[config.mk]
export PLATFORM = sky130hd
export DESIGN_NAME = box_blur_row_filter
export DESIGN_NICKNAME = d
export VERILOG_FILES = /design/src/rtl/core/bbr_pkg.sv /design/src/rtl/core/bbr_div_cell.sv /design/src/rtl/core/box_blur_row_filter.sv
export SDC_FILE = /design/constraint.sdc
export NUM_CORES = 2
export LEC_CHECK = 0
export ABC_CLOCK_PERIOD_IN_PS = 56000
export BUFFER_PORTS_ARGS = -buffer_cell sky130_fd_sc_hd__buf_2
export CORE_MARGIN = 2
export CORE_UTILIZATION = 50
export DETAILED_ROUTE_END_ITERATION = 16
export PLACE_DENSITY_LB_ADDON = 0.1
export SLEW_MARGIN = 25
export SYNTH_ARGS = -nofsm -noshare
export SYNTH_HDL_FRONTEND = slang
export SYNTH_SLANG_ARGS = --single-unit
[constraint.sdc]
create_clock -name clk_i -period 56 [get_ports clk_i]
set_input_delay 2.8 -clock clk_i [delete_from_list [all_inputs] [get_ports clk_i]]
set_output_delay 2.8 -clock clk_i [all_outputs]
set_load 0.01 [all_outputs]
[src/rtl/core/bbr_pkg.sv]
// ----------------------------------------------------------------------------
// bbr_pkg: shared types and constants of the box blur row filter
// Pixel and result beat layouts, configuration register indexes and reset
// values.
// ----------------------------------------------------------------------------
package bbr_pkg;

  localparam int unsigned PIX_W      = 8;
  localparam int unsigned NUM_CH     = 3;
  localparam int unsigned QUO_W      = PIX_W;
  localparam int unsigned HALF_W     = 4;
  localparam int unsigned ROW_W      = 13;
  localparam int unsigned CFG_DATA_W = 13;

  localparam logic [HALF_W-1:0] HALF_WIDTH_RST = 4'd1;
  localparam logic [ROW_W-1:0]  ROW_WIDTH_RST  = 13'd4096;

  typedef enum logic [0:0] {
    CFG_HALF_WIDTH = 1'b0,
    CFG_ROW_WIDTH  = 1'b1
  } cfg_reg_e;

  typedef struct packed {
    logic [PIX_W-1:0] red_in;
    logic [PIX_W-1:0] green_in;
    logic [PIX_W-1:0] blue_in;
  } pix_in_t;

  typedef struct packed {
    logic [PIX_W-1:0] red_out;
    logic [PIX_W-1:0] green_out;
    logic [PIX_W-1:0] blue_out;
    logic             run_last;
    logic             row_last;
    logic             short_row;
  } pix_out_t;

endpackage

[src/rtl/core/bbr_div_cell.sv]
// ----------------------------------------------------------------------------
// bbr_div_cell: one quotient bit of the window mean divider
// Restoring division step for all three channels against a shared divisor,
// registered, with the beat's side information passed along unchanged.
// ----------------------------------------------------------------------------
module bbr_div_cell #(
  parameter int unsigned SumW = 13,
  parameter int unsigned DivW = 5,
  parameter int unsigned Bit  = 0,
  parameter type         meta_t = logic
) (
  input  logic                                                clk_i,
  input  logic                                                rst_ni,
  input  logic                                                en_i,
  input  logic                                                valid_i,
  input  logic [bbr_pkg::NUM_CH-1:0][SumW-1:0]                rem_i,
  input  logic [bbr_pkg::NUM_CH-1:0][bbr_pkg::QUO_W-1:0]      quo_i,
  input  logic [DivW-1:0]                                     div_i,
  input  meta_t                                               meta_i,
  output logic                                                valid_o,
  output logic [bbr_pkg::NUM_CH-1:0][SumW-1:0]                rem_o,
  output logic [bbr_pkg::NUM_CH-1:0][bbr_pkg::QUO_W-1:0]      quo_o,
  output logic [DivW-1:0]                                     div_o,
  output meta_t                                               meta_o
);
  import bbr_pkg::*;

  localparam int unsigned TrialW = SumW + QUO_W;

  logic [TrialW-1:0]                 trial;
  logic [NUM_CH-1:0][SumW-1:0]       rem_d;
  logic [NUM_CH-1:0][QUO_W-1:0]      quo_d;
  logic                              valid_q;
  logic [NUM_CH-1:0][SumW-1:0]       rem_q;
  logic [NUM_CH-1:0][QUO_W-1:0]      quo_q;
  logic [DivW-1:0]                   div_q;
  meta_t                             meta_q;

  assign trial = TrialW'(div_i) << Bit;

  always_comb begin
    for (int ch = 0; ch < NUM_CH; ch++) begin
      quo_d[ch] = quo_i[ch];
      if (TrialW'(rem_i[ch]) >= trial) begin
        rem_d[ch]      = rem_i[ch] - trial[SumW-1:0];
        quo_d[ch][Bit] = 1'b1;
      end else begin
        rem_d[ch]      = rem_i[ch];
        quo_d[ch][Bit] = 1'b0;
      end
    end
  end

  always_ff @(posedge clk_i or negedge rst_ni) begin
    if (!rst_ni) begin
      valid_q <= 1'b0;
    end else if (en_i) begin
      valid_q <= valid_i;
    end
  end

  always_ff @(posedge clk_i) begin
    if (en_i) begin
      rem_q  <= rem_d;
      quo_q  <= quo_d;
      div_q  <= div_i;
      meta_q <= meta_i;
    end
  end

  assign valid_o = valid_q;
  assign rem_o   = rem_q;
  assign quo_o   = quo_q;
  assign div_o   = div_q;
  assign meta_o  = meta_q;

endmodule

[src/rtl/core/box_blur_row_filter.sv]
// ----------------------------------------------------------------------------
// box_blur_row_filter: horizontal box blur of an RGB pixel row
// Running-sum box filter over a window of 2*half_width+1 pixels, with the
// mean taken by a chain of divider cells.
// ----------------------------------------------------------------------------
// Pixels enter in raster order on the in channel (valid/ready), one beat per
// pixel. Blurred pixels leave on the out channel. A pixel beat causes zero,
// one or a burst of result beats: nothing while the window fills, a burst of
// half_width at the first full window, one per pixel after that, and the
// remaining outputs of the row at its last pixel. The last beat of each burst
// has run_last set, and the row's final beat has row_last set. Rows shorter
// than the window pass each pixel through with short_row set.
// An input beat reaches its first result beat through the entry stage that
// registers the running sums, one cell per quotient bit in the 8-cell divider
// chain and the output register. The chain takes one pixel per cycle while
// each pixel yields at most one result and the out channel does not stall; a
// burst of k beats holds the input while the output register repeats the mean.
// A stall on the out channel freezes the whole chain and drops in_ready_o.
// Reset clears the sums and column count and sets half_width to 1 and
// row_width to 4096; the window line is not cleared. Any register write
// restarts the row.
// ----------------------------------------------------------------------------
module box_blur_row_filter #(
  parameter int unsigned MAX_HALF      = 15,
  parameter int unsigned MAX_ROW_WIDTH = 4096
) (
  input  logic                                clk_i,
  input  logic                                rst_ni,
  input  logic                                cfg_we_i,
  input  bbr_pkg::cfg_reg_e                   cfg_index_i,
  input  logic [bbr_pkg::CFG_DATA_W-1:0]      cfg_data_i,
  input  logic                                in_valid_i,
  output logic                                in_ready_o,
  input  bbr_pkg::pix_in_t                    in_data_i,
  output logic                                out_valid_o,
  input  logic                                out_ready_i,
  output bbr_pkg::pix_out_t                   out_data_o
);
  import bbr_pkg::*;

  localparam int unsigned Win   = 2 * MAX_HALF + 1;
  localparam int unsigned NW    = $clog2(Win + 1);
  localparam int unsigned HW    = $clog2(MAX_HALF + 1);
  localparam int unsigned IW    = $clog2(Win);
  localparam int unsigned SW    = $clog2((2 ** PIX_W - 1) * Win + 1);
  localparam int unsigned CLW   = $clog2(MAX_ROW_WIDTH);
  localparam int unsigned WW    = $clog2(MAX_ROW_WIDTH + 1);
  localparam int unsigned NStg  = QUO_W;

  typedef struct packed {
    logic [NW-1:0] count;
    logic          row_last;
    logic          short_row;
  } meta_t;

  // Configuration and row state
  logic [HALF_W-1:0]           half_width_q, half_width_d;
  logic [ROW_W-1:0]            row_width_q, row_width_d;
  logic [CLW-1:0]              col_q, col_d;
  logic [NUM_CH-1:0][SW-1:0]   sum_q, sum_d, sum_new;
  pix_in_t                     win_q [Win];

  logic [HW-1:0]               h;
  logic [NW-1:0]               n;
  logic [WW-1:0]               w;
  logic                        last, is_short, full, at_fill, evict;
  logic [NW-1:0]               count;
  pix_in_t                     old_pix;
  logic [NUM_CH-1:0][PIX_W-1:0] new_ch, old_ch;

  logic                        en, accept;

  // Divider chain
  logic                              ch_valid [NStg+1];
  logic [NUM_CH-1:0][SW-1:0]         ch_rem   [NStg+1];
  logic [NUM_CH-1:0][QUO_W-1:0]      ch_quo   [NStg+1];
  logic [NW-1:0]                     ch_div   [NStg+1];
  meta_t                             ch_meta  [NStg+1];

  logic                              s0_valid_q;
  logic [NUM_CH-1:0][SW-1:0]         s0_rem_q, s0_rem_d;
  logic [NW-1:0]                     s0_div_q, s0_div_d;
  meta_t                             s0_meta_q, s0_meta_d;

  // Output register
  logic                              out_valid_q, out_valid_d;
  logic [NW-1:0]                     out_cnt_q, out_cnt_d;
  logic [NUM_CH-1:0][QUO_W-1:0]      out_quo_q;
  logic                              out_row_last_q, out_short_q;
  logic                              tail_load;

  // Effective settings and per-pixel decisions
  always_comb begin
    if (32'(half_width_q) > MAX_HALF) begin
      h = HW'(MAX_HALF);
    end else begin
      h = HW'(half_width_q);
    end
    n = NW'(2 * 32'(h) + 1);
    if (row_width_q == '0) begin
      w = WW'(1);
    end else if (32'(row_width_q) > MAX_ROW_WIDTH) begin
      w = WW'(MAX_ROW_WIDTH);
    end else begin
      w = WW'(row_width_q);
    end
    last     = (32'(col_q) + 32'd1) >= 32'(w);
    is_short = 32'(w) < 32'(n);
    full     = (32'(col_q) + 32'd1) >= 32'(n);
    at_fill  = (32'(col_q) + 32'd1) == 32'(n);
    evict    = 32'(col_q) >= 32'(n);

    if (!full) begin
      count = '0;
    end else if (last) begin
      count = at_fill ? n : NW'(32'(h) + 2);
    end else begin
      count = at_fill ? NW'(h) : NW'(1);
    end
  end

  // The pixel received n beats ago sits at tap n-1 of the window line.
  assign old_pix = win_q[IW'(2 * 32'(h))];
  assign new_ch  = {in_data_i.red_in, in_data_i.green_in, in_data_i.blue_in};
  assign old_ch  = {old_pix.red_in, old_pix.green_in, old_pix.blue_in};

  always_comb begin
    for (int ch = 0; ch < NUM_CH; ch++) begin
      sum_new[ch] = sum_q[ch] + SW'(new_ch[ch]) - (evict ? SW'(old_ch[ch]) : SW'(0));
    end
  end

  assign en         = !out_valid_q || (out_ready_i && out_cnt_q == NW'(1));
  assign accept     = in_valid_i && en;
  assign in_ready_o = en;

  always_comb begin
    half_width_d = half_width_q;
    row_width_d  = row_width_q;
    col_d        = col_q;
    sum_d        = sum_q;
    if (cfg_we_i) begin
      unique case (cfg_index_i)
        CFG_HALF_WIDTH: half_width_d = cfg_data_i[HALF_W-1:0];
        CFG_ROW_WIDTH:  row_width_d  = cfg_data_i[ROW_W-1:0];
        default:        half_width_d = half_width_q;
      endcase
      col_d = '0;
      sum_d = '0;
    end else if (accept) begin
      if (last) begin
        col_d = '0;
        sum_d = '0;
      end else begin
        col_d = CLW'(32'(col_q) + 32'd1);
        if (!is_short) begin
          sum_d = sum_new;
        end
      end
    end
  end

  always_ff @(posedge clk_i or negedge rst_ni) begin
    if (!rst_ni) begin
      half_width_q <= HALF_WIDTH_RST;
      row_width_q  <= ROW_WIDTH_RST;
      col_q        <= '0;
      sum_q        <= '0;
    end else begin
      half_width_q <= half_width_d;
      row_width_q  <= row_width_d;
      col_q        <= col_d;
      sum_q        <= sum_d;
    end
  end

  always_ff @(posedge clk_i) begin
    if (accept && !is_short) begin
      win_q[0] <= in_data_i;
      for (int k = 1; k < Win; k++) begin
        win_q[k] <= win_q[k-1];
      end
    end
  end

  // Entry stage of the divider chain. A short row feeds the raw pixel with a
  // divisor of one, so the chain hands it back unchanged.
  always_comb begin
    s0_meta_d.row_last = last;
    if (is_short) begin
      for (int ch = 0; ch < NUM_CH; ch++) begin
        s0_rem_d[ch] = SW'(new_ch[ch]);
      end
      s0_div_d            = NW'(1);
      s0_meta_d.count     = NW'(1);
      s0_meta_d.short_row = 1'b1;
    end else begin
      s0_rem_d            = sum_new;
      s0_div_d            = n;
      s0_meta_d.count     = count;
      s0_meta_d.short_row = 1'b0;
    end
  end

  always_ff @(posedge clk_i or negedge rst_ni) begin
    if (!rst_ni) begin
      s0_valid_q <= 1'b0;
    end else if (en) begin
      s0_valid_q <= accept;
    end
  end

  always_ff @(posedge clk_i) begin
    if (accept) begin
      s0_rem_q  <= s0_rem_d;
      s0_div_q  <= s0_div_d;
      s0_meta_q <= s0_meta_d;
    end
  end

  assign ch_valid[0] = s0_valid_q;
  assign ch_rem[0]   = s0_rem_q;
  assign ch_quo[0]   = '0;
  assign ch_div[0]   = s0_div_q;
  assign ch_meta[0]  = s0_meta_q;

  for (genvar k = 0; k < NStg; k++) begin : g_div
    bbr_div_cell #(
      .SumW   (SW),
      .DivW   (NW),
      .Bit    (NStg - 1 - k),
      .meta_t (meta_t)
    ) u_cell (
      .clk_i   (clk_i),
      .rst_ni  (rst_ni),
      .en_i    (en),
      .valid_i (ch_valid[k]),
      .rem_i   (ch_rem[k]),
      .quo_i   (ch_quo[k]),
      .div_i   (ch_div[k]),
      .meta_i  (ch_meta[k]),
      .valid_o (ch_valid[k+1]),
      .rem_o   (ch_rem[k+1]),
      .quo_o   (ch_quo[k+1]),
      .div_o   (ch_div[k+1]),
      .meta_o  (ch_meta[k+1])
    );
  end

  // Output register repeats the mean for every beat of a burst.
  assign tail_load = ch_valid[NStg] && ch_meta[NStg].count != '0;

  always_comb begin
    out_valid_d = out_valid_q;
    out_cnt_d   = out_cnt_q;
    if (en) begin
      out_valid_d = tail_load;
      out_cnt_d   = ch_meta[NStg].count;
    end else if (out_ready_i) begin
      out_cnt_d = out_cnt_q - NW'(1);
    end
  end

  always_ff @(posedge clk_i or negedge rst_ni) begin
    if (!rst_ni) begin
      out_valid_q <= 1'b0;
      out_cnt_q   <= '0;
    end else begin
      out_valid_q <= out_valid_d;
      out_cnt_q   <= out_cnt_d;
    end
  end

  always_ff @(posedge clk_i) begin
    if (en && tail_load) begin
      out_quo_q      <= ch_quo[NStg];
      out_row_last_q <= ch_meta[NStg].row_last;
      out_short_q    <= ch_meta[NStg].short_row;
    end
  end

  assign out_valid_o          = out_valid_q;
  assign out_data_o.red_out   = out_quo_q[2];
  assign out_data_o.green_out = out_quo_q[1];
  assign out_data_o.blue_out  = out_quo_q[0];
  assign out_data_o.run_last  = out_cnt_q == NW'(1);
  assign out_data_o.row_last  = out_row_last_q && out_cnt_q == NW'(1);
  assign out_data_o.short_row = out_short_q;

endmodule
==> impl_metrics.env <==
export IMPL_outcome="completed"
export IMPL_synthAdderAreaFrac=0.0548
export IMPL_synthFlopType="edfxtp_1"
export IMPL_post_route_period_util=0.128
export IMPL_initial_core_util=0.505
export IMPL_syn_nets=3628
export IMPL_fin_area_um2=62900
export IMPL_ys_warn_count=0
export IMPL_final_antenna_net_count=0
export IMPL_crit_path_cell_trace="buf_2, a21boi_2, buf_4, inv_8, nand2_1, nor2_4, buf_4, buf_6, buf_12, buf_16, buf_6"
export IMPL_postSynthCellCount=3367
export IMPL_wire_per_inst_um=19.3
export IMPL_grt_antenna_before_repair=2
export IMPL_place_ws_ns=47.57
export IMPL_fin_crit_ns=7.16
export IMPL_synthXorXnorAreaFrac=0.0275
export IMPL_path_clk_slew_ns=0.06
export IMPL_setup_violations=0
export IMPL_synth_top_cells_by_count="edfxtp_1, inv_1, ha_1"
export IMPL_setup_slack_ns=48.84
export IMPL_core_rowCount=122
export IMPL_grt_max_degree=211
export IMPL_grt_first_pass_wirelength_um=159000
export IMPL_cp_required_ns=56.36
export IMPL_drc=0
export IMPL_cpMaxStageDelayCell="buf_6"
export IMPL_grt_pass1_vias=29200
export IMPL_async_reset_ff_frac=0.0607
export IMPL_dp_cells=4875
export IMPL_endpoint="win_q[24][12]$_DFFE_PP_"
export IMPL_ir_worst_vdd_v=0.0000347
export IMPL_rr_worst_depth=14
export IMPL_synth_most_common_cell="edfxtp_1"
export IMPL_hold_viol_final=0
export IMPL_avgSynthCellArea_um2=16.7
export IMPL_drv_cap=0
export IMPL_fmax_mhz=140
export IMPL_totalWireLength_um=99300
export IMPL_cts_inserted_buffers=143
export IMPL_synth_top_family_by_area="compound AO/OA/AOI/OAI gates"
export IMPL_critPathCaptureType="register"
export IMPL_cp_depth=11
export IMPL_arrival_ns=7.52
export IMPL_tightest_slew_ns=0.986
export IMPL_cts_tree="built"
export IMPL_synth_edf_count=1285
export IMPL_pin_count=72
export IMPL_criticalPathCategory="input port to register"
export IMPL_vias_per_cell=5.51
export IMPL_fp_dieArea_um2=115000
export IMPL_first_pass_iters=5
export IMPL_slew_viol_final=0
export IMPL_globalRouteTotalUtil=0.175
export IMPL_place_congestion=0.867
export IMPL_drt_iter0_drc=2058
export IMPL_fp_dieH_um=339
export IMPL_vias=28300
export IMPL_muxShareOfSynthArea=0.0555
export IMPL_port_buffers=71
export IMPL_root_buffer="clkbuf_16"
export IMPL_worstSetupStartpoint="out_ready_i"
export IMPL_crit_fanout=140
export IMPL_yosys_top_cells_area="edfxtp_1, mux4_2, ha_1"
export IMPL_ctsResizeCount=0
export IMPL_slowest_delay_ns=0.74
export IMPL_critPathBufInv=8
export IMPL_postCtsSetupBuffers=0
export IMPL_place_hpwl_um=64100
export IMPL_ys_seq_elements=1368
export IMPL_r2r_start="h[2]$_DFFE_PN0P_"
export IMPL_insertion_delay_ns=0.74
export IMPL_synth_compound_area_frac=0.0614
export IMPL_leakagePower_nw=22.1
export IMPL_syn_to_final_growth_pct=12.1
export IMPL_powerDensity_nw_per_um2=52.0
export IMPL_placed_area_um2=58300
export IMPL_ys_seq_area_frac=0.725
export IMPL_cts_sinks=1368
export IMPL_final_layout_size_suffix_gt1_frac=0.134
export IMPL_skew_ns=0.0243
export IMPL_synth_top_cell_area_share=0.688
export IMPL_clockBufferDepth=3
export IMPL_synthSimpleGateAreaFrac=0.0536
export IMPL_synth_area_leader_cell="edfxtp_1"
export IMPL_relSlewSlack=0.343
export IMPL_htreeDepth=4
export IMPL_rsz0062_at_grt="false"
export IMPL_die_x_um=339
export IMPL_core_um2=111000
export IMPL_cts_hold_buf=0
export IMPL_nets=3794
export IMPL_r2r_end="win_q[24][12]$_DFFE_PP_"
export IMPL_yosysUniqueCellTypes=90
export IMPL_layout_cells_non_filler=5135
export IMPL_r2r_setup_slack_ns=49.31
export IMPL_n_antenna_cell=0
export IMPL_grt_ovfl_total=0
export IMPL_crit_family="buffers and inverters"
export IMPL_tns_ns=0
export IMPL_min_path_type="register to register"
export IMPL_start_kind="input port"
export IMPL_synth_area_um2=56100
==> flip-flops by register name, indices dropped and copies added (netlist names) <==
name	flops
ch_meta	7
ch_rem	39
col_q	12
g_div.u_cell.div_o	28
g_div.u_cell.meta_o	56
g_div.u_cell.quo_o	108
g_div.u_cell.rem_o	273
g_div.u_cell.valid_o	8
h	4
out_cnt_q	5
out_data_o	24
out_row_last_q	1
out_short_q	1
out_valid_o	1
row_width_q	13
s0_div_q	4
s0_valid_q	1
sum_q	39
win_q	744
==> worst min-delay path by stage <==
stage,from,end,slack (ns),cells after the start
global placement,g_div[1].u_cell.quo_o[23]$_DFFE_PP_,g_div[2].u_cell.quo_o[23]$_DFFE_PP_,0.40,0
CTS,win_q[21][13]$_DFFE_PP_,win_q[22][13]$_DFFE_PP_,0.40,0
detailed placement,g_div[0].u_cell.meta_o[2]$_DFFE_PP_,g_div[1].u_cell.meta_o[2]$_DFFE_PP_,0.40,0
global route,win_q[5][13]$_DFFE_PP_,win_q[6][13]$_DFFE_PP_,0.41,0
finish,win_q[21][13]$_DFFE_PP_,win_q[22][13]$_DFFE_PP_,0.40,0
floorplan,ch_meta[56]$_DFFE_PP_,g_div[0].u_cell.meta_o[0]$_DFFE_PP_,0.40,0
==> cell type report <==
type	instances	area [um2]
well taps	1488	1860
flip-flops and latches	1368	40700
inverters	237	897
fillers	8524	48100
clock inverters	76	698
multi-input cells	1677	14200
clock buffers	183	3850
repair buffers	106	668
==> layout by cell type (no fill, tap or decap), types with 16 or more instances in the layout <==
master | synthesis | final
mux4_2 | 96 | 96
ha_1 | 172 | 172
clkinv_2 | 0 | 25
a21oi_1 | 131 | 131
edfxtp_1 | 1285 | 1285
buf_4 | 1 | 30
nand3_1 | 25 | 25
xnor2_1 | 96 | 96
and2_1 | 16 | 16
o21ai_0 | 90 | 90
nor2b_1 | 34 | 34
nand2_1 | 162 | 162
nor3_1 | 59 | 59
and3_1 | 18 | 18
inv_1 | 234 | 232
clkinv_1 | 1 | 24
buf_2 | 18 | 70
nor2_1 | 138 | 136
mux2i_1 | 46 | 46
o21a_1 | 16 | 16
dfrtp_1 | 81 | 80
nand4_1 | 18 | 18
o221ai_1 | 16 | 16
clkbuf_1 | 52 | 32
nor4_1 | 30 | 30
mux2_2 | 42 | 42
xor2_1 | 80 | 80
fa_1 | 46 | 46
o32ai_1 | 28 | 28
clkbuf_16 | 0 | 147
a21o_1 | 53 | 53
o21bai_1 | 24 | 24
a211oi_1 | 31 | 30
==> kinds of logic after synthesis <==
kind of cell | after synthesis
compound gates | 509
flops | 1368
buf+inv | 322
fa+ha+maj | 218
mux | 185
simple gates | 589
xor+xnor | 176
==> stage by stage <==
| step | power (mW) | hold WS [ns] | utilization |
|---|---|---|---|
| 4_1_cts | 3.30 | 0.404 | 0.566 |
| 6_report | 3.27 | 0.401 | 0.567 |
| 3_5_place_dp | 2.38 | 0.405 | 0.525 |
| 5_1_grt | 3.46 | 0.411 | 0.567 |
| 2_1_floorplan | 2.30 | 0.400 | - |
| 3_3_place_gp | 2.34 | 0.400 | 0.525 |
==> power breakdown <==
part	total, mW	switching (mW)	internal [mW]
sequential	1.60	0.124	1.48
combinational	0.753	0.434	0.319
clock	0.912	0.381	0.531
==> layer usage <==
metal,vias to the layer above,wire [um],GRT usage
li1,13300,-,-
met3,203,3200,0.0262
met4,0,3200,0.0699
met1,14300,43300,0.229
met5,-,0,0
met2,516,49600,0.294
Note: power is estimated with default switching activity, not from simulation.
